==> src/hw/rtl/dcd_pkg.sv <==
// Shared types, codes and widths for the DMA channel dispatcher.
`timescale 1ns / 1ps

package dcd_pkg;

    localparam int DEF_NUM_CHANNELS = 2;
    localparam int DEF_QUEUE_DEPTH  = 16;

    localparam int CHAN_W  = 3;
    localparam int TAG_W   = 32;
    localparam int LEN_W   = 26;
    localparam int BYTES_W = 32;
    localparam int TOTAL_W = 48;
    localparam int CNT_W   = 32;
    localparam int CFG_W   = 3;

    typedef enum logic [0:0] {
        ACT_SUBMIT = 1'b0,
        ACT_IRQ    = 1'b1
    } action_t;

    typedef enum logic [2:0] {
        OUT_QUEUED       = 3'd0,
        OUT_REFUSED_ERR  = 3'd1,
        OUT_REFUSED_FULL = 3'd2,
        OUT_BUSY_ACK     = 3'd3,
        OUT_SPURIOUS     = 3'd4,
        OUT_DONE_OK      = 3'd5,
        OUT_DONE_ERR     = 3'd6
    } outcome_t;

    typedef enum logic [1:0] {
        MODE_IDLE = 2'd0,
        MODE_RUN  = 2'd1,
        MODE_ERR  = 2'd2
    } mode_t;

    typedef enum logic [2:0] {
        S_IDLE,
        S_SCAN,
        S_READ,
        S_EXEC,
        S_LAUNCH,
        S_PUSH
    } state_t;

    // configuration register indexes
    localparam logic CFG_FIRST_CHANNEL = 1'b0;
    localparam logic CFG_LAST_CHANNEL  = 1'b1;

    typedef struct packed {
        logic [TAG_W-1:0] tag;
        logic [LEN_W-1:0] len;
    } qentry_t;

    typedef struct packed {
        logic              start;
        logic [CHAN_W-1:0] start_idx;
        logic [CHAN_W-1:0] lo;
        logic [CHAN_W-1:0] hi;
    } scan_ctl_t;

    typedef struct packed {
        logic              last;
        logic [CHAN_W-1:0] idx;
        logic [CHAN_W-1:0] winner;
    } scan_stat_t;

endpackage

==> src/hw/rtl/dma_channel_dispatcher.sv <==
// Top level of the DMA channel dispatcher: sequencer, per-channel state and result register.
`timescale 1ns / 1ps

// One word at a time. A submit word walks channels first..last through a single
// byte-count comparator, one channel per cycle after a look at the rotating
// candidate, then reads the queue head and updates the channel. An interrupt
// word reads the queue head and updates, with a second queue read when the next
// queued transfer is launched. The queue memory has one read port with
// registered data; that port sets the interrupt path. The result sits in an
// output register; in_ready returns once it is loaded, so a stalled result
// holds at most the next word. Queue storage has no reset and needs no
// clearing pass: only entries that were written are ever read.
// Configuration may be written only while no word is in flight.
module dma_channel_dispatcher
    import dcd_pkg::*;
#(
    parameter int NUM_CHANNELS = DEF_NUM_CHANNELS,
    parameter int QUEUE_DEPTH  = DEF_QUEUE_DEPTH
)
(
    input  logic               clk,
    input  logic               rst_n,

    input  logic               cfg_write,
    input  logic               cfg_index,
    input  logic [CFG_W-1:0]   cfg_data,

    input  logic               in_valid,
    output logic               in_ready,
    input  logic               action,
    input  logic [TAG_W-1:0]   transfer_tag,
    input  logic [LEN_W-1:0]   transfer_length,
    input  logic [CHAN_W-1:0]  irq_channel,
    input  logic               still_busy,
    input  logic               segment_done,
    input  logic               chain_done,
    input  logic               bus_error,
    input  logic               memory_error,

    output logic               out_valid,
    input  logic               out_ready,
    output logic [2:0]         outcome,
    output logic [CHAN_W-1:0]  channel,
    output logic [TAG_W-1:0]   done_tag,
    output logic               started,
    output logic [TAG_W-1:0]   start_tag,
    output logic [1:0]         channel_status,
    output logic [BYTES_W-1:0] queued_bytes,
    output logic [TOTAL_W-1:0] transferred_bytes,
    output logic [CNT_W-1:0]   errors_seen,
    output logic [CNT_W-1:0]   spurious_seen,
    output logic [CNT_W-1:0]   segments_seen,
    output logic [CNT_W-1:0]   chains_seen
);

    localparam int CW      = (NUM_CHANNELS > 1) ? $clog2(NUM_CHANNELS) : 1;
    localparam int HW      = $clog2(QUEUE_DEPTH);
    localparam int FW      = $clog2(QUEUE_DEPTH + 1);
    localparam int ENTRIES = NUM_CHANNELS * QUEUE_DEPTH;
    localparam int AW      = (ENTRIES > 1) ? $clog2(ENTRIES) : 1;

    // sequencer
    state_t state_reg, state_next;

    // configuration and rotation
    logic [CHAN_W-1:0] first_reg, first_next;
    logic [CHAN_W-1:0] last_reg, last_next;
    logic [CHAN_W-1:0] rot_reg, rot_next;

    // captured word
    action_t           action_reg, action_next;
    logic [TAG_W-1:0]  tag_reg, tag_next;
    logic [LEN_W-1:0]  len_reg, len_next;
    logic [CHAN_W-1:0] irq_reg, irq_next;
    logic              busy_f_reg, busy_f_next;
    logic              seg_f_reg, seg_f_next;
    logic              chain_f_reg, chain_f_next;
    logic              err_f_reg, err_f_next;
    logic [CHAN_W-1:0] c_reg, c_next;

    // per-channel state
    mode_t              mode_reg  [NUM_CHANNELS];
    mode_t              mode_next [NUM_CHANNELS];
    logic [BYTES_W-1:0] pend_reg  [NUM_CHANNELS];
    logic [BYTES_W-1:0] pend_next [NUM_CHANNELS];
    logic [HW-1:0]      head_reg  [NUM_CHANNELS];
    logic [HW-1:0]      head_next [NUM_CHANNELS];
    logic [FW-1:0]      fill_reg  [NUM_CHANNELS];
    logic [FW-1:0]      fill_next [NUM_CHANNELS];
    logic [TOTAL_W-1:0] sent_reg  [NUM_CHANNELS];
    logic [TOTAL_W-1:0] sent_next [NUM_CHANNELS];
    logic [CNT_W-1:0]   cerr_reg  [NUM_CHANNELS];
    logic [CNT_W-1:0]   cerr_next [NUM_CHANNELS];
    logic [CNT_W-1:0]   cspur_reg [NUM_CHANNELS];
    logic [CNT_W-1:0]   cspur_next[NUM_CHANNELS];
    logic [CNT_W-1:0]   cseg_reg  [NUM_CHANNELS];
    logic [CNT_W-1:0]   cseg_next [NUM_CHANNELS];
    logic [CNT_W-1:0]   cchn_reg  [NUM_CHANNELS];
    logic [CNT_W-1:0]   cchn_next [NUM_CHANNELS];

    // result under construction
    outcome_t          res_outcome_reg, res_outcome_next;
    logic [TAG_W-1:0]  res_done_tag_reg, res_done_tag_next;
    logic              res_started_reg, res_started_next;
    logic [TAG_W-1:0]  res_start_tag_reg, res_start_tag_next;

    // output register
    logic               out_valid_reg, out_valid_next;
    outcome_t           outcome_reg, outcome_next;
    logic [CHAN_W-1:0]  channel_reg, channel_next;
    logic [TAG_W-1:0]   done_tag_reg, done_tag_next;
    logic               started_reg, started_next;
    logic [TAG_W-1:0]   start_tag_reg, start_tag_next;
    mode_t              status_reg, status_next;
    logic [BYTES_W-1:0] queued_reg, queued_next;
    logic [TOTAL_W-1:0] xfer_reg, xfer_next;
    logic [CNT_W-1:0]   errors_reg, errors_next;
    logic [CNT_W-1:0]   spurious_reg, spurious_next;
    logic [CNT_W-1:0]   segments_reg, segments_next;
    logic [CNT_W-1:0]   chains_reg, chains_next;

    // datapath helpers
    logic [CHAN_W-1:0] lo, hi, cand;
    logic [CHAN_W-1:0] cur_chan, rd_chan;
    logic [CW-1:0]     rci;
    logic              in_fire, out_free, missing, irq_launch;
    mode_t             mode_rd;
    logic [BYTES_W-1:0] pend_rd;
    logic [HW-1:0]     head_rd, head_adv, slot;
    logic [FW-1:0]     fill_rd;
    logic [HW:0]       slot_sum;

    scan_ctl_t  scan_ctl;
    scan_stat_t scan_stat;

    logic          mem_we;
    logic [AW-1:0] mem_waddr, mem_raddr;
    qentry_t       mem_wdata, mem_rdata;

    function automatic logic [AW-1:0] qaddr(input logic [CW-1:0] ch, input logic [HW-1:0] ix);
        return AW'(ch) * AW'(QUEUE_DEPTH) + AW'(ix);
    endfunction

    // ---------------------------------------------------------------- helpers
    assign in_fire  = in_valid & in_ready;
    assign out_free = ~out_valid_reg | out_ready;

    // clamp the dispatch range to the channels that exist
    assign hi   = ({1'b0, last_reg} > 4'(NUM_CHANNELS - 1)) ? CHAN_W'(NUM_CHANNELS - 1)
                                                              : last_reg;
    assign lo   = (first_reg > hi) ? hi : first_reg;
    assign cand = (rot_reg < lo || rot_reg > hi) ? lo : rot_reg;

    assign missing  = ({1'b0, irq_reg} >= 4'(NUM_CHANNELS));
    assign cur_chan = (action_reg == ACT_IRQ) ? irq_reg : scan_stat.winner;

    // single channel read port: scan index while scanning, else the working channel
    always_comb
    begin
        case (state_reg)
            S_SCAN:  rd_chan = scan_stat.idx;
            S_READ:  rd_chan = cur_chan;
            default: rd_chan = c_reg;
        endcase
    end

    assign rci     = rd_chan[CW-1:0];
    assign mode_rd = mode_reg[rci];
    assign pend_rd = pend_reg[rci];
    assign head_rd = head_reg[rci];
    assign fill_rd = fill_reg[rci];

    assign head_adv = (head_rd == HW'(QUEUE_DEPTH - 1)) ? '0 : head_rd + 1'b1;
    assign slot_sum = (HW + 1)'(head_rd) + (HW + 1)'(fill_rd);
    assign slot     = (slot_sum >= (HW + 1)'(QUEUE_DEPTH))
                      ? HW'(slot_sum - (HW + 1)'(QUEUE_DEPTH)) : HW'(slot_sum);

    // ok completion with more queued: launch the next entry after a second read
    assign irq_launch = (action_reg == ACT_IRQ) && !missing && !busy_f_reg &&
                        !err_f_reg && (fill_rd != '0) && (fill_rd != FW'(1));

    assign scan_ctl.start     = in_fire && (action == ACT_SUBMIT);
    assign scan_ctl.start_idx = cand;
    assign scan_ctl.lo        = lo;
    assign scan_ctl.hi        = hi;

    assign mem_raddr = (state_reg == S_READ) ? qaddr(rci, head_rd) : qaddr(rci, head_adv);
    assign mem_waddr = qaddr(rci, slot);
    assign mem_wdata = '{tag: tag_reg, len: len_reg};

    // ---------------------------------------------------------------- units
    dcd_min_scan u_scan
    (
        .clk   (clk),
        .rst_n (rst_n),
        .ctl   (scan_ctl),
        .value (pend_rd),
        .stat  (scan_stat)
    );

    dcd_queue_mem #(
        .ENTRIES (ENTRIES),
        .AW      (AW)
    ) u_qmem
    (
        .clk   (clk),
        .we    (mem_we),
        .waddr (mem_waddr),
        .wdata (mem_wdata),
        .raddr (mem_raddr),
        .rdata (mem_rdata)
    );

    // ---------------------------------------------------------------- next state
    always_comb
    begin
        state_next = state_reg;
        case (state_reg)
            S_IDLE:
            begin
                if (in_fire)
                    state_next = (action == ACT_SUBMIT) ? S_SCAN : S_READ;
            end
            S_SCAN:
            begin
                if (scan_stat.last)
                    state_next = S_READ;
            end
            S_READ:   state_next = S_EXEC;
            S_EXEC:   state_next = irq_launch ? S_LAUNCH : S_PUSH;
            S_LAUNCH: state_next = S_PUSH;
            S_PUSH:
            begin
                if (out_free)
                    state_next = S_IDLE;
            end
            default:  state_next = S_IDLE;
        endcase
    end

    // ---------------------------------------------------------------- datapath control
    always_comb
    begin
        first_next   = first_reg;
        last_next    = last_reg;
        rot_next     = rot_reg;
        action_next  = action_reg;
        tag_next     = tag_reg;
        len_next     = len_reg;
        irq_next     = irq_reg;
        busy_f_next  = busy_f_reg;
        seg_f_next   = seg_f_reg;
        chain_f_next = chain_f_reg;
        err_f_next   = err_f_reg;
        c_next       = c_reg;

        mode_next  = mode_reg;
        pend_next  = pend_reg;
        head_next  = head_reg;
        fill_next  = fill_reg;
        sent_next  = sent_reg;
        cerr_next  = cerr_reg;
        cspur_next = cspur_reg;
        cseg_next  = cseg_reg;
        cchn_next  = cchn_reg;

        res_outcome_next   = res_outcome_reg;
        res_done_tag_next  = res_done_tag_reg;
        res_started_next   = res_started_reg;
        res_start_tag_next = res_start_tag_reg;

        out_valid_next = out_valid_reg;
        outcome_next   = outcome_reg;
        channel_next   = channel_reg;
        done_tag_next  = done_tag_reg;
        started_next   = started_reg;
        start_tag_next = start_tag_reg;
        status_next    = status_reg;
        queued_next    = queued_reg;
        xfer_next      = xfer_reg;
        errors_next    = errors_reg;
        spurious_next  = spurious_reg;
        segments_next  = segments_reg;
        chains_next    = chains_reg;

        mem_we = 1'b0;

        if (cfg_write)
        begin
            case (cfg_index)
                CFG_FIRST_CHANNEL: first_next = cfg_data;
                CFG_LAST_CHANNEL:  last_next  = cfg_data;
                default:           first_next = first_reg;
            endcase
        end

        if (out_valid_reg && out_ready)
            out_valid_next = 1'b0;

        case (state_reg)
            S_IDLE:
            begin
                if (in_fire)
                begin
                    action_next  = action_t'(action);
                    tag_next     = transfer_tag;
                    len_next     = transfer_length;
                    irq_next     = irq_channel;
                    busy_f_next  = still_busy;
                    seg_f_next   = segment_done;
                    chain_f_next = chain_done;
                    err_f_next   = bus_error | memory_error;
                    // candidate advances even if the submit is refused
                    if (action == ACT_SUBMIT)
                        rot_next = (cand >= hi) ? lo : cand + 3'd1;
                end
            end

            S_READ:
            begin
                c_next = cur_chan;
            end

            S_EXEC:
            begin
                res_done_tag_next  = '0;
                res_started_next   = 1'b0;
                res_start_tag_next = '0;
                if (action_reg == ACT_SUBMIT)
                begin
                    if (mode_rd == MODE_ERR)
                        res_outcome_next = OUT_REFUSED_ERR;
                    else if (fill_rd == FW'(QUEUE_DEPTH))
                        res_outcome_next = OUT_REFUSED_FULL;
                    else
                    begin
                        mem_we           = 1'b1;
                        fill_next[rci]   = fill_rd + FW'(1);
                        pend_next[rci]   = pend_rd + BYTES_W'(len_reg);
                        res_outcome_next = OUT_QUEUED;
                        if (mode_rd == MODE_IDLE)
                        begin
                            mode_next[rci]     = MODE_RUN;
                            res_started_next   = 1'b1;
                            // empty queue: the head is the word being written now
                            res_start_tag_next = (fill_rd == '0) ? tag_reg : mem_rdata.tag;
                        end
                    end
                end
                else if (missing)
                    res_outcome_next = OUT_SPURIOUS;
                else if (busy_f_reg)
                begin
                    mode_next[rci] = MODE_RUN;
                    if (seg_f_reg)
                        cseg_next[rci] = cseg_reg[rci] + 1'b1;
                    else
                        cspur_next[rci] = cspur_reg[rci] + 1'b1;
                    res_outcome_next = OUT_BUSY_ACK;
                end
                else
                begin
                    if (err_f_reg)
                    begin
                        cerr_next[rci] = cerr_reg[rci] + 1'b1;
                        mode_next[rci] = MODE_ERR;
                    end
                    else
                        mode_next[rci] = MODE_IDLE;
                    if (seg_f_reg)
                        cseg_next[rci] = cseg_reg[rci] + 1'b1;
                    if (chain_f_reg)
                        cchn_next[rci] = cchn_reg[rci] + 1'b1;

                    if (fill_rd == '0)
                    begin
                        cspur_next[rci]  = cspur_reg[rci] + 1'b1;
                        mode_next[rci]   = MODE_IDLE;
                        res_outcome_next = OUT_SPURIOUS;
                    end
                    else
                    begin
                        res_done_tag_next = mem_rdata.tag;
                        head_next[rci]    = head_adv;
                        fill_next[rci]    = fill_rd - FW'(1);
                        pend_next[rci]    = pend_rd - BYTES_W'(mem_rdata.len);
                        if (err_f_reg)
                            res_outcome_next = OUT_DONE_ERR;
                        else
                        begin
                            sent_next[rci]   = sent_reg[rci] + TOTAL_W'(mem_rdata.len);
                            res_outcome_next = OUT_DONE_OK;
                            if (irq_launch)
                            begin
                                mode_next[rci]   = MODE_RUN;
                                res_started_next = 1'b1;
                            end
                        end
                    end
                end
            end

            S_LAUNCH:
            begin
                res_start_tag_next = mem_rdata.tag;
            end

            S_PUSH:
            begin
                if (out_free)
                begin
                    out_valid_next = 1'b1;
                    outcome_next   = res_outcome_reg;
                    channel_next   = c_reg;
                    done_tag_next  = res_done_tag_reg;
                    started_next   = res_started_reg;
                    start_tag_next = res_start_tag_reg;
                    if (action_reg == ACT_IRQ && missing)
                    begin
                        status_next   = MODE_IDLE;
                        queued_next   = '0;
                        xfer_next     = '0;
                        errors_next   = '0;
                        spurious_next = '0;
                        segments_next = '0;
                        chains_next   = '0;
                    end
                    else
                    begin
                        status_next   = mode_rd;
                        queued_next   = pend_rd;
                        xfer_next     = sent_reg[rci];
                        errors_next   = cerr_reg[rci];
                        spurious_next = cspur_reg[rci];
                        segments_next = cseg_reg[rci];
                        chains_next   = cchn_reg[rci];
                    end
                end
            end

            default:
            begin
                mem_we = 1'b0;
            end
        endcase
    end

    // ---------------------------------------------------------------- registers
    always_ff @(posedge clk or negedge rst_n)
    begin
        if (!rst_n)
        begin
            state_reg     <= S_IDLE;
            first_reg     <= 3'd0;
            last_reg      <= 3'd1;
            rot_reg       <= 3'd0;
            out_valid_reg <= 1'b0;
            for (int i = 0; i < NUM_CHANNELS; i++)
            begin
                mode_reg[i]  <= MODE_IDLE;
                pend_reg[i]  <= '0;
                head_reg[i]  <= '0;
                fill_reg[i]  <= '0;
                sent_reg[i]  <= '0;
                cerr_reg[i]  <= '0;
                cspur_reg[i] <= '0;
                cseg_reg[i]  <= '0;
                cchn_reg[i]  <= '0;
            end
        end
        else
        begin
            state_reg     <= state_next;
            first_reg     <= first_next;
            last_reg      <= last_next;
            rot_reg       <= rot_next;
            out_valid_reg <= out_valid_next;
            mode_reg      <= mode_next;
            pend_reg      <= pend_next;
            head_reg      <= head_next;
            fill_reg      <= fill_next;
            sent_reg      <= sent_next;
            cerr_reg      <= cerr_next;
            cspur_reg     <= cspur_next;
            cseg_reg      <= cseg_next;
            cchn_reg      <= cchn_next;
        end
    end

    always_ff @(posedge clk)
    begin
        action_reg        <= action_next;
        tag_reg           <= tag_next;
        len_reg           <= len_next;
        irq_reg           <= irq_next;
        busy_f_reg        <= busy_f_next;
        seg_f_reg         <= seg_f_next;
        chain_f_reg       <= chain_f_next;
        err_f_reg         <= err_f_next;
        c_reg             <= c_next;
        res_outcome_reg   <= res_outcome_next;
        res_done_tag_reg  <= res_done_tag_next;
        res_started_reg   <= res_started_next;
        res_start_tag_reg <= res_start_tag_next;
        outcome_reg       <= outcome_next;
        channel_reg       <= channel_next;
        done_tag_reg      <= done_tag_next;
        started_reg       <= started_next;
        start_tag_reg     <= start_tag_next;
        status_reg        <= status_next;
        queued_reg        <= queued_next;
        xfer_reg          <= xfer_next;
        errors_reg        <= errors_next;
        spurious_reg      <= spurious_next;
        segments_reg      <= segments_next;
        chains_reg        <= chains_next;
    end

    // ---------------------------------------------------------------- ports
    assign in_ready          = (state_reg == S_IDLE);
    assign out_valid         = out_valid_reg;
    assign outcome           = outcome_reg;
    assign channel           = channel_reg;
    assign done_tag          = done_tag_reg;
    assign started           = started_reg;
    assign start_tag         = start_tag_reg;
    assign channel_status    = status_reg;
    assign queued_bytes      = queued_reg;
    assign transferred_bytes = xfer_reg;
    assign errors_seen       = errors_reg;
    assign spurious_seen     = spurious_reg;
    assign segments_seen     = segments_reg;
    assign chains_seen       = chains_reg;

    // ---------------------------------------------------------------- checks
    // the comparator only ever looks at channels inside the clamped range
    a_scan_in_range: assert property (@(posedge clk) disable iff (!rst_n)
        (state_reg == S_SCAN) |-> (scan_stat.idx >= lo && scan_stat.idx <= hi))
        else $error("scan index outside dispatch range");

    // queue writes come only from the update step of a submit
    a_write_on_submit: assert property (@(posedge clk) disable iff (!rst_n)
        mem_we |-> (state_reg == S_EXEC && action_reg == ACT_SUBMIT))
        else $error("queue written outside submit update");

    // a launch always leaves the channel running
    a_started_running: assert property (@(posedge clk) disable iff (!rst_n)
        (out_valid && started) |-> (channel_status == MODE_RUN))
        else $error("launch reported on a channel that is not running");

    // refusal for an error-stopped channel reports that state
    a_refused_err: assert property (@(posedge clk) disable iff (!rst_n)
        (out_valid && outcome == OUT_REFUSED_ERR) |-> (channel_status == MODE_ERR))
        else $error("error refusal on a channel not error-stopped");

endmodule

==> src/hw/rtl/dcd_min_scan.sv <==
// Shared compare unit: walks channels one per cycle, keeps the smallest byte count.
`timescale 1ns / 1ps

module dcd_min_scan
    import dcd_pkg::*;
(
    input  logic               clk,
    input  logic               rst_n,
    input  scan_ctl_t          ctl,
    input  logic [BYTES_W-1:0] value,
    output scan_stat_t         stat
);

    logic               busy_reg, busy_next;
    logic               first_reg, first_next;
    logic [CHAN_W-1:0]  idx_reg, idx_next;
    logic [CHAN_W-1:0]  win_reg, win_next;
    logic [BYTES_W-1:0] best_reg, best_next;

    always_comb
    begin
        busy_next  = busy_reg;
        first_next = first_reg;
        idx_next   = idx_reg;
        win_next   = win_reg;
        best_next  = best_reg;
        if (ctl.start)
        begin
            busy_next  = 1'b1;
            first_next = 1'b1;
            idx_next   = ctl.start_idx;
        end
        else if (busy_reg)
        begin
            if (first_reg)
            begin
                // candidate seeds the minimum, so it wins ties
                best_next  = value;
                win_next   = idx_reg;
                idx_next   = ctl.lo;
                first_next = 1'b0;
            end
            else
            begin
                if (value < best_reg)
                begin
                    best_next = value;
                    win_next  = idx_reg;
                end
                if (idx_reg == ctl.hi)
                    busy_next = 1'b0;
                else
                    idx_next = idx_reg + 3'd1;
            end
        end
    end

    always_ff @(posedge clk or negedge rst_n)
    begin
        if (!rst_n)
        begin
            busy_reg  <= 1'b0;
            first_reg <= 1'b0;
        end
        else
        begin
            busy_reg  <= busy_next;
            first_reg <= first_next;
        end
    end

    always_ff @(posedge clk)
    begin
        idx_reg  <= idx_next;
        win_reg  <= win_next;
        best_reg <= best_next;
    end

    assign stat.last   = busy_reg & ~first_reg & (idx_reg == ctl.hi);
    assign stat.idx    = idx_reg;
    assign stat.winner = win_reg;

endmodule

==> src/hw/rtl/dcd_queue_mem.sv <==
// Transfer queue storage for all channels, one write and one registered read port.
`timescale 1ns / 1ps

module dcd_queue_mem
    import dcd_pkg::*;
#(
    parameter int ENTRIES = DEF_NUM_CHANNELS * DEF_QUEUE_DEPTH,
    parameter int AW      = $clog2(DEF_NUM_CHANNELS * DEF_QUEUE_DEPTH)
)
(
    input  logic          clk,
    input  logic          we,
    input  logic [AW-1:0] waddr,
    input  qentry_t       wdata,
    input  logic [AW-1:0] raddr,
    output qentry_t       rdata
);

    qentry_t mem [ENTRIES];
    qentry_t rdata_reg;

    always_ff @(posedge clk)
    begin
        if (we)
            mem[waddr] <= wdata;
        rdata_reg <= mem[raddr];
    end

    assign rdata = rdata_reg;

endmodule
==> config.mk <==
export PLATFORM = sky130hd
export DESIGN_NAME = dma_channel_dispatcher
export DESIGN_NICKNAME = d
export VERILOG_FILES = /design/src/hw/rtl/dcd_pkg.sv /design/src/hw/rtl/dma_channel_dispatcher.sv /design/src/hw/rtl/dcd_min_scan.sv /design/src/hw/rtl/dcd_queue_mem.sv
export SDC_FILE = /design/constraint.sdc
export NUM_CORES = 2
export LEC_CHECK = 0
export ABC_CLOCK_PERIOD_IN_PS = 19200
export BUFFER_PORTS_ARGS = -buffer_cell sky130_fd_sc_hd__clkbuf_2
export CORE_MARGIN = 4
export CORE_UTILIZATION = 30
export CTS_CLUSTER_SIZE = 28
export DETAILED_ROUTE_END_ITERATION = 8
export PLACE_DENSITY = 0.54
export SLEW_MARGIN = 10
export SYNTH_ARGS = -nofsm -noshare
export SYNTH_HDL_FRONTEND = slang
export SYNTH_HIERARCHICAL = 1
export SYNTH_SLANG_ARGS = --single-unit
export TNS_END_PERCENT = 10
==> constraint.sdc <==
create_clock -name clk -period 19.2 [get_ports clk]
set_clock_uncertainty 0.2 [all_clocks]
set_input_delay 0.96 -clock clk [delete_from_list [all_inputs] [get_ports clk]]
set_output_delay 0.96 -clock clk [all_outputs]
set_load 0.005 [all_outputs]
; After elaboration in Yosys (flattened, before gate mapping)
; Memory sizes are Yosys's and may differ from the RTL's. A register that Yosys moved wholly into a read port is not among the register bits.
; Cells that the tools add are included.
[word_totals]
ff_bits = 909
ramBits = 1856
in_bits = 76
out_inout_bits = 283
memories = 1
[mem_list]
columns = memory, words, width, read_ports, rd_ports_with_merged_regs, wr, line
row1 = u_qmem.mem, 32, 58, 1, 1, 1, dcd_queue_mem.sv:19  ; qentry_t mem [ENTRIES];
[op_classes]
addsub = 17
n_lt_le_gt_ge = 10
n_eq_ne = 20
n_mux = 136
n_bitwise = 27
reduce_logical = 39
[ops]
columns = op, n
row1 = $mux 32, 23
row2 = $mux 64, 9
row3 = $bwmux 64, 6
row4 = $mux 48, 4
row5 = $add 32x1->32 const B, 4
row6 = $bwmux 96, 1
row7 = $mux 4, 20
row8 = $pmux 32 s2, 1
row9 = $mux 10, 6
row10 = $mux 3, 17
row11 = $add 48x26->48, 1
row12 = $demux 48 s1, 1
row13 = $add 32x26->32, 1
row14 = $demux 32 s1, 1
row15 = $lt 32x32->1, 1
row16 = $sub 32x26->32, 1
row17 = $mux 1, 25
row18 = $mux 5, 5
row19 = $reduce_and 5->1, 5
row20 = $bwmux 10, 2
row21 = $mux 2, 9
row22 = $pmux 3 s6, 1
row23 = $ne 2x2->1 const B, 8
row24 = $add 5x4->5, 3
row25 = 51 further kinds, 94

; Depth between registers and ports, before layout
[depth]
depth_word = 21
mapped_depth = 28
depth_no_buf = 19

; Modules after synthesis
; Netlist, hierarchy kept.
[modules_own_cells]
columns = module, instances, cells_each, area_each_um2, seq_area_each_um2
row1 = dcd_queue_mem, 1, 4055, 73197.7, 56894.6
row2 = dma_channel_dispatcher, 1, 3842, 41270.8, 23839.1
row3 = dcd_min_scan, 1, 172, 2149.6, 1191.1

; Worst setup path before layout
; No wires, ideal clock.
[synth_path]
kind = input -> register
start = input out_ready
end = register chains_reg[0] (netlist: chains_seen[0]), enable pin
setup_time_ns = 0.930
arrival_time_ns = 12.613
required_ns = 18.070
path_slack_ns = 5.458
cell_stages = 2
path_cell_list = nor2b_1 -> nor2_1
[synth_via]
elab_chain_cells = 2
[synth_rtl]
columns = item, line
row1 = "start, declared", dma_channel_dispatcher.sv:41  ; input logic out_ready,
row2 = $or 1x1->1, dma_channel_dispatcher.sv:146  ; assign out_free = ~out_valid_reg | out_ready;
row3 = $reduce_and 2->1 (no source line), -
row4 = "end signal, assigned", dma_channel_dispatcher.sv:516  ; chains_reg <= chains_next;
row5 = "end, declared", dma_channel_dispatcher.sv:120  ; logic [CNT_W-1:0] chains_reg, chains_next;
; No other way between the ends.
; A chain may end at the register's enable or synchronous reset.

; Worst setup path in the final report
[layout_path]
start = register state_reg[1]
end = register u_qmem/rdata[40] (netlist name)
[layout_via]
elab_chain_cells = 10
elab_cells_between_ends = 13
classes_between = add/sub: 3 / eq/ne: 3 / mux: 6 / bitwise: 1
[layout_rtl]
columns = item, line
row1 = "start, declared", dma_channel_dispatcher.sv:63  ; state_t state_reg, state_next;
row2 = "start signal, assigned", dma_channel_dispatcher.sv:473  ; state_reg <= state_next;
row3 = $eq 3x2->1 / $eq 3x1->1 (equally long branches), "dma_channel_dispatcher.sv:160, dma_channel_dispatcher.sv:187"
row4 = $pmux 1 s2, dma_channel_dispatcher.sv:160  ; case (state_reg)
row5 = $not 1->2 (implied by the code), dma_channel_dispatcher.sv:170  ; assign head_rd = head_reg[rci];
row6 = $mux 4 (implied by the code) (3 in series), dma_channel_dispatcher.sv:170
row7 = $add 4x1->4 / $eq 4x4->1 (equally long branches), dma_channel_dispatcher.sv:173  ; assign head_adv = (head_rd == HW'(QUEUE_DEPTH - 1)) ? '0 : head_rd + 1'b1;
row8 = $mux 4, dma_channel_dispatcher.sv:173
row9 = $add 5x4->5, dma_channel_dispatcher.sv:141  ; return AW'(ch) * AW'(QUEUE_DEPTH) + AW'(ix);
row10 = $mux 5 *, dma_channel_dispatcher.sv:187  ; assign mem_raddr = (state_reg == S_READ) ? qaddr(rci, head_rd) : qaddr(rci, head_adv);
row11 = net mem_raddr[0], dma_channel_dispatcher.sv:137  ; logic [AW-1:0] mem_waddr, mem_raddr;
; The timed path passes the listed nets; every way through them passes the cells marked *. The select of a mux whose other input is x is not followed.

==> reports/metrics.yaml <==
status: "completed"
netlist-cell-type-count: 96
synthFlopType: "edfxtp_1"
clockRootBuffer: "clkbuf_16"
synthSimpleGateAreaFrac_pct: 7.79
p_leak_nw: 53.3
ys_ff_latch: 2823
hold_viol_final: 0
crit_buf_inv: 5
fin_nets: 8758
antenna_found_initial: 22
overflow: 0
die_height_um: 631
n_fill_cell: 36800
grt_pass1_wl_mm: 489
critPathRequiredTime_ns: 19.81
die_w_um: 631
crit_start: "state_reg[1]"
fin_crit_ns: 8.60
hold_start: "transfer_length[24]"
critPathLaunchType: "flop"
avgSynthCellArea_um2: 14.5
initial_core_util_pct: 30.2
io_pins: 359
tightestPinTransition_ns: 1.26
dpl.hpwl_mm: 191
crit_family: "buffers and inverters"
timing.critical_path.mode_cell: "buf_4"
ys_warn_count: 6
die_area_um2: 399000
maxCapViolCount: 0
drive_above_1_share_pct: 12.7
cp_cell_sequence: "and2b_4 > a32o_4 > nor2_8 > buf_4 > mux2i_1 > inv_1 > ha_1 > a31oi_1 > mux2_8 > buf_4 > buf_4 > buf_4 > mux2i_1 > a22o_1 > nor3_1 > a31oi_1 > nand3_1"
first_pass_iters: 6
cp_max_fo: 75
grt_max_degree: 174
port_buffers: 358
holdPathStages: 1
grt_pass1_vias: 69300
synth_adder_area_share_pct: 1.48
p_per_area_nw_per_um2: 158
crit_type: "reg -> reg"
synth_top_family_by_area: "multiplexers"
clk_pin_slew_ns: 0.07
rsz0062_at_grt: "false"
cp_slowest_cell: "buf_4"
slew_viol_final: 0
peakVddDrop_uv: 224
drt_drc_violations_left: 0
fmax_ghz: 0.116
slowest_delay_ns: 1.04
synth_edf_count: 2312
area_delta_synth_final_pct: 16.0
ant_nets: 0
viasPerCell: 5.00
cts_max_level: 5
register_area_um2: 81900
final.setup.tns_ns: 0
synth_compound_area_share_pct: 6.35
rr_worst_depth: 17
finalCritPeriodShare_pct: 44.8
synthMuxAreaShare_pct: 9.16
max_slew_margin_pct: 16.0
cts.sinks: 2823
synthXorXnorAreaFrac_pct: 2.76
wirelength_mm: 339
pre_cts_ws_ns: 10.66
rr_startpoint: "state_reg[1]"
multiInputGateArea_um2: 32600
setup_violations: 0
crit_arrival_ns: 9.22
synth_area_um2: 117000
ys_async_sr_fraction_pct: 16.0
crit_path_end_kind: "flop"
netlist_instances: 8069
insertion_delay_ns: 0.93
cts_tree: "yes"
hp-class: "in -> reg"
grt_use_total_pct: 16.5
timing.final.ws_setup_ns: 10.60
ctsResizeCount: 0
drtIter0Drc: 6580
final_common_cell: "edfxtp_1"
vias: 70000
clockBufferDepth: 4
worstSetupPathDepth: 17
largest_register_ffs: 1856
rows: 228
wire_per_inst_um: 24.3
most-common-layout-cells: "edfxtp_1, mux2i_1, nand2_1, dfrtp_1, a21oi_1"
ys_seq_area_share_pct: 70.3
core_area_um2: 387000
numCtsBuffers: 318
place.gp.congestion: 0.823
[through the flow]
step	std cells	util (%)	cell area [µm²]	hold WS [ns]	power (W)
after detailed placement	13400	32.2	124000	0.205	0.0154
after floorplan	8077	-	117000	0.200	0.0131
final	14000	35.0	135000	0.0721	0.0214
after global routing	14000	35.0	135000	0.0184	0.0225
after CTS	14000	35.0	135000	0.000303	0.0216
after global placement	13400	32.2	124000	0.203	0.0153
[cells in the mapped netlist (all sizes together) (5+ instances only)]
master	count	area share, %
and4	6	0.045
and2	58	0.31
a21boi	7	0.048
nand2	975	3.1
o21a	13	0.085
nand3	358	1.5
nand3b	9	0.058
buf	224	1.3
o21bai	13	0.084
mux2	50	0.48
dfrtp	452	9.7
clkbuf	163	0.52
dfxtp	58	1.0
a211o	7	0.053
xnor2	210	1.6
edfxtp	2312	60
a31oi	81	0.43
nor3	124	0.55
and3	25	0.14
a21o	63	0.41
a41oi	12	0.090
nand4	38	0.20
or3b	6	0.047
a211oi	9	0.058
o21ai	119	0.51
xor2	157	1.2
nor2	312	1.1
a22oi	181	1.2
ha	132	1.4
mux2i	1011	8.7
or2	9	0.048
nor4	15	0.097
o211ai	8	0.052
inv	121	0.39
a21oi	441	1.9
o31ai	7	0.045
nor3b	5	0.046
nor2b	28	0.15
a22o	148	1.1
nand2b	15	0.080
or3	24	0.13
[area by class of cell]
type,instances,area share [%]
flip-flops and latches,2823,60.6
multi-input cells,4746,24.1
clock buffers,431,6.42
well taps,5175,4.79
repair buffers,536,2.49
clock inverters,156,1.31
inverters,121,0.341
diodes,1,0.00185
[cell families (layout without fill, tap and decap cells)]
family,after synthesis,after routing
other cells,2,11
compound gates,1146,1146
mux,1061,1061
flops,2823,2823
xor+xnor,367,367
simple gates,2026,2026
fa+ha+maj,136,136
buf+inv,508,1244
[power by group]
group	internal (W)	leakage (nW)	switching (W)
clock	0.00361	5.10	0.00248
combinational	0.00264	20.5	0.00489
sequential	0.00736	27.7	0.000411
total	0.0136	53.3	0.00778
[worst paths after layout]
| kind | slack (ns) | endpoint |
|---|---|---|
| setup / recovery | 10.60 | u_qmem/rdata[40] |
| setup reg to reg | 10.60 | u_qmem/rdata[40] |
| hold / removal | 0.07 | len_reg[24] |
| min in group asynchronous | 0.55 | cspur_reg[17] |
| max in group asynchronous | 15.80 | pend_reg[15] |
| hold reg to reg | 0.15 | done_tag[5] |
[routing by layer]
layer	track usage, %	up-vias	share of wire (%)	wire length (µm)
met3	2.72	484	6.5	22100
met4	4.05	2	2.4	8230
met2	26.9	2275	47	159000
li1	-	31100	-	-
met5	0	-	0.0021	7
met1	22.8	36100	44	150000
[worst reg2reg max path, cell delays in order, from the launching register on]
cell and delay, ns:
dfrtp_1 0.52, and2b_4 0.26, a32o_4 0.42, nor2_8 0.60, buf_4 0.68, mux2i_1 0.49, inv_1 0.12, ha_1 0.27
a31oi_1 0.29, mux2_8 0.75, buf_4 0.86, buf_4 1.00, buf_4 1.13, mux2i_1 0.36, a22o_1 0.18, nor3_1 0.06
a31oi_1 0.26, nand3_1 0.10
[what timing repair did]
action                    4_1_cts  5_1_grt
hold buffers                   32        0
hold endpoints to repair      132        0
setup buffers                   0        0
(Power assumes the default switching activity.)
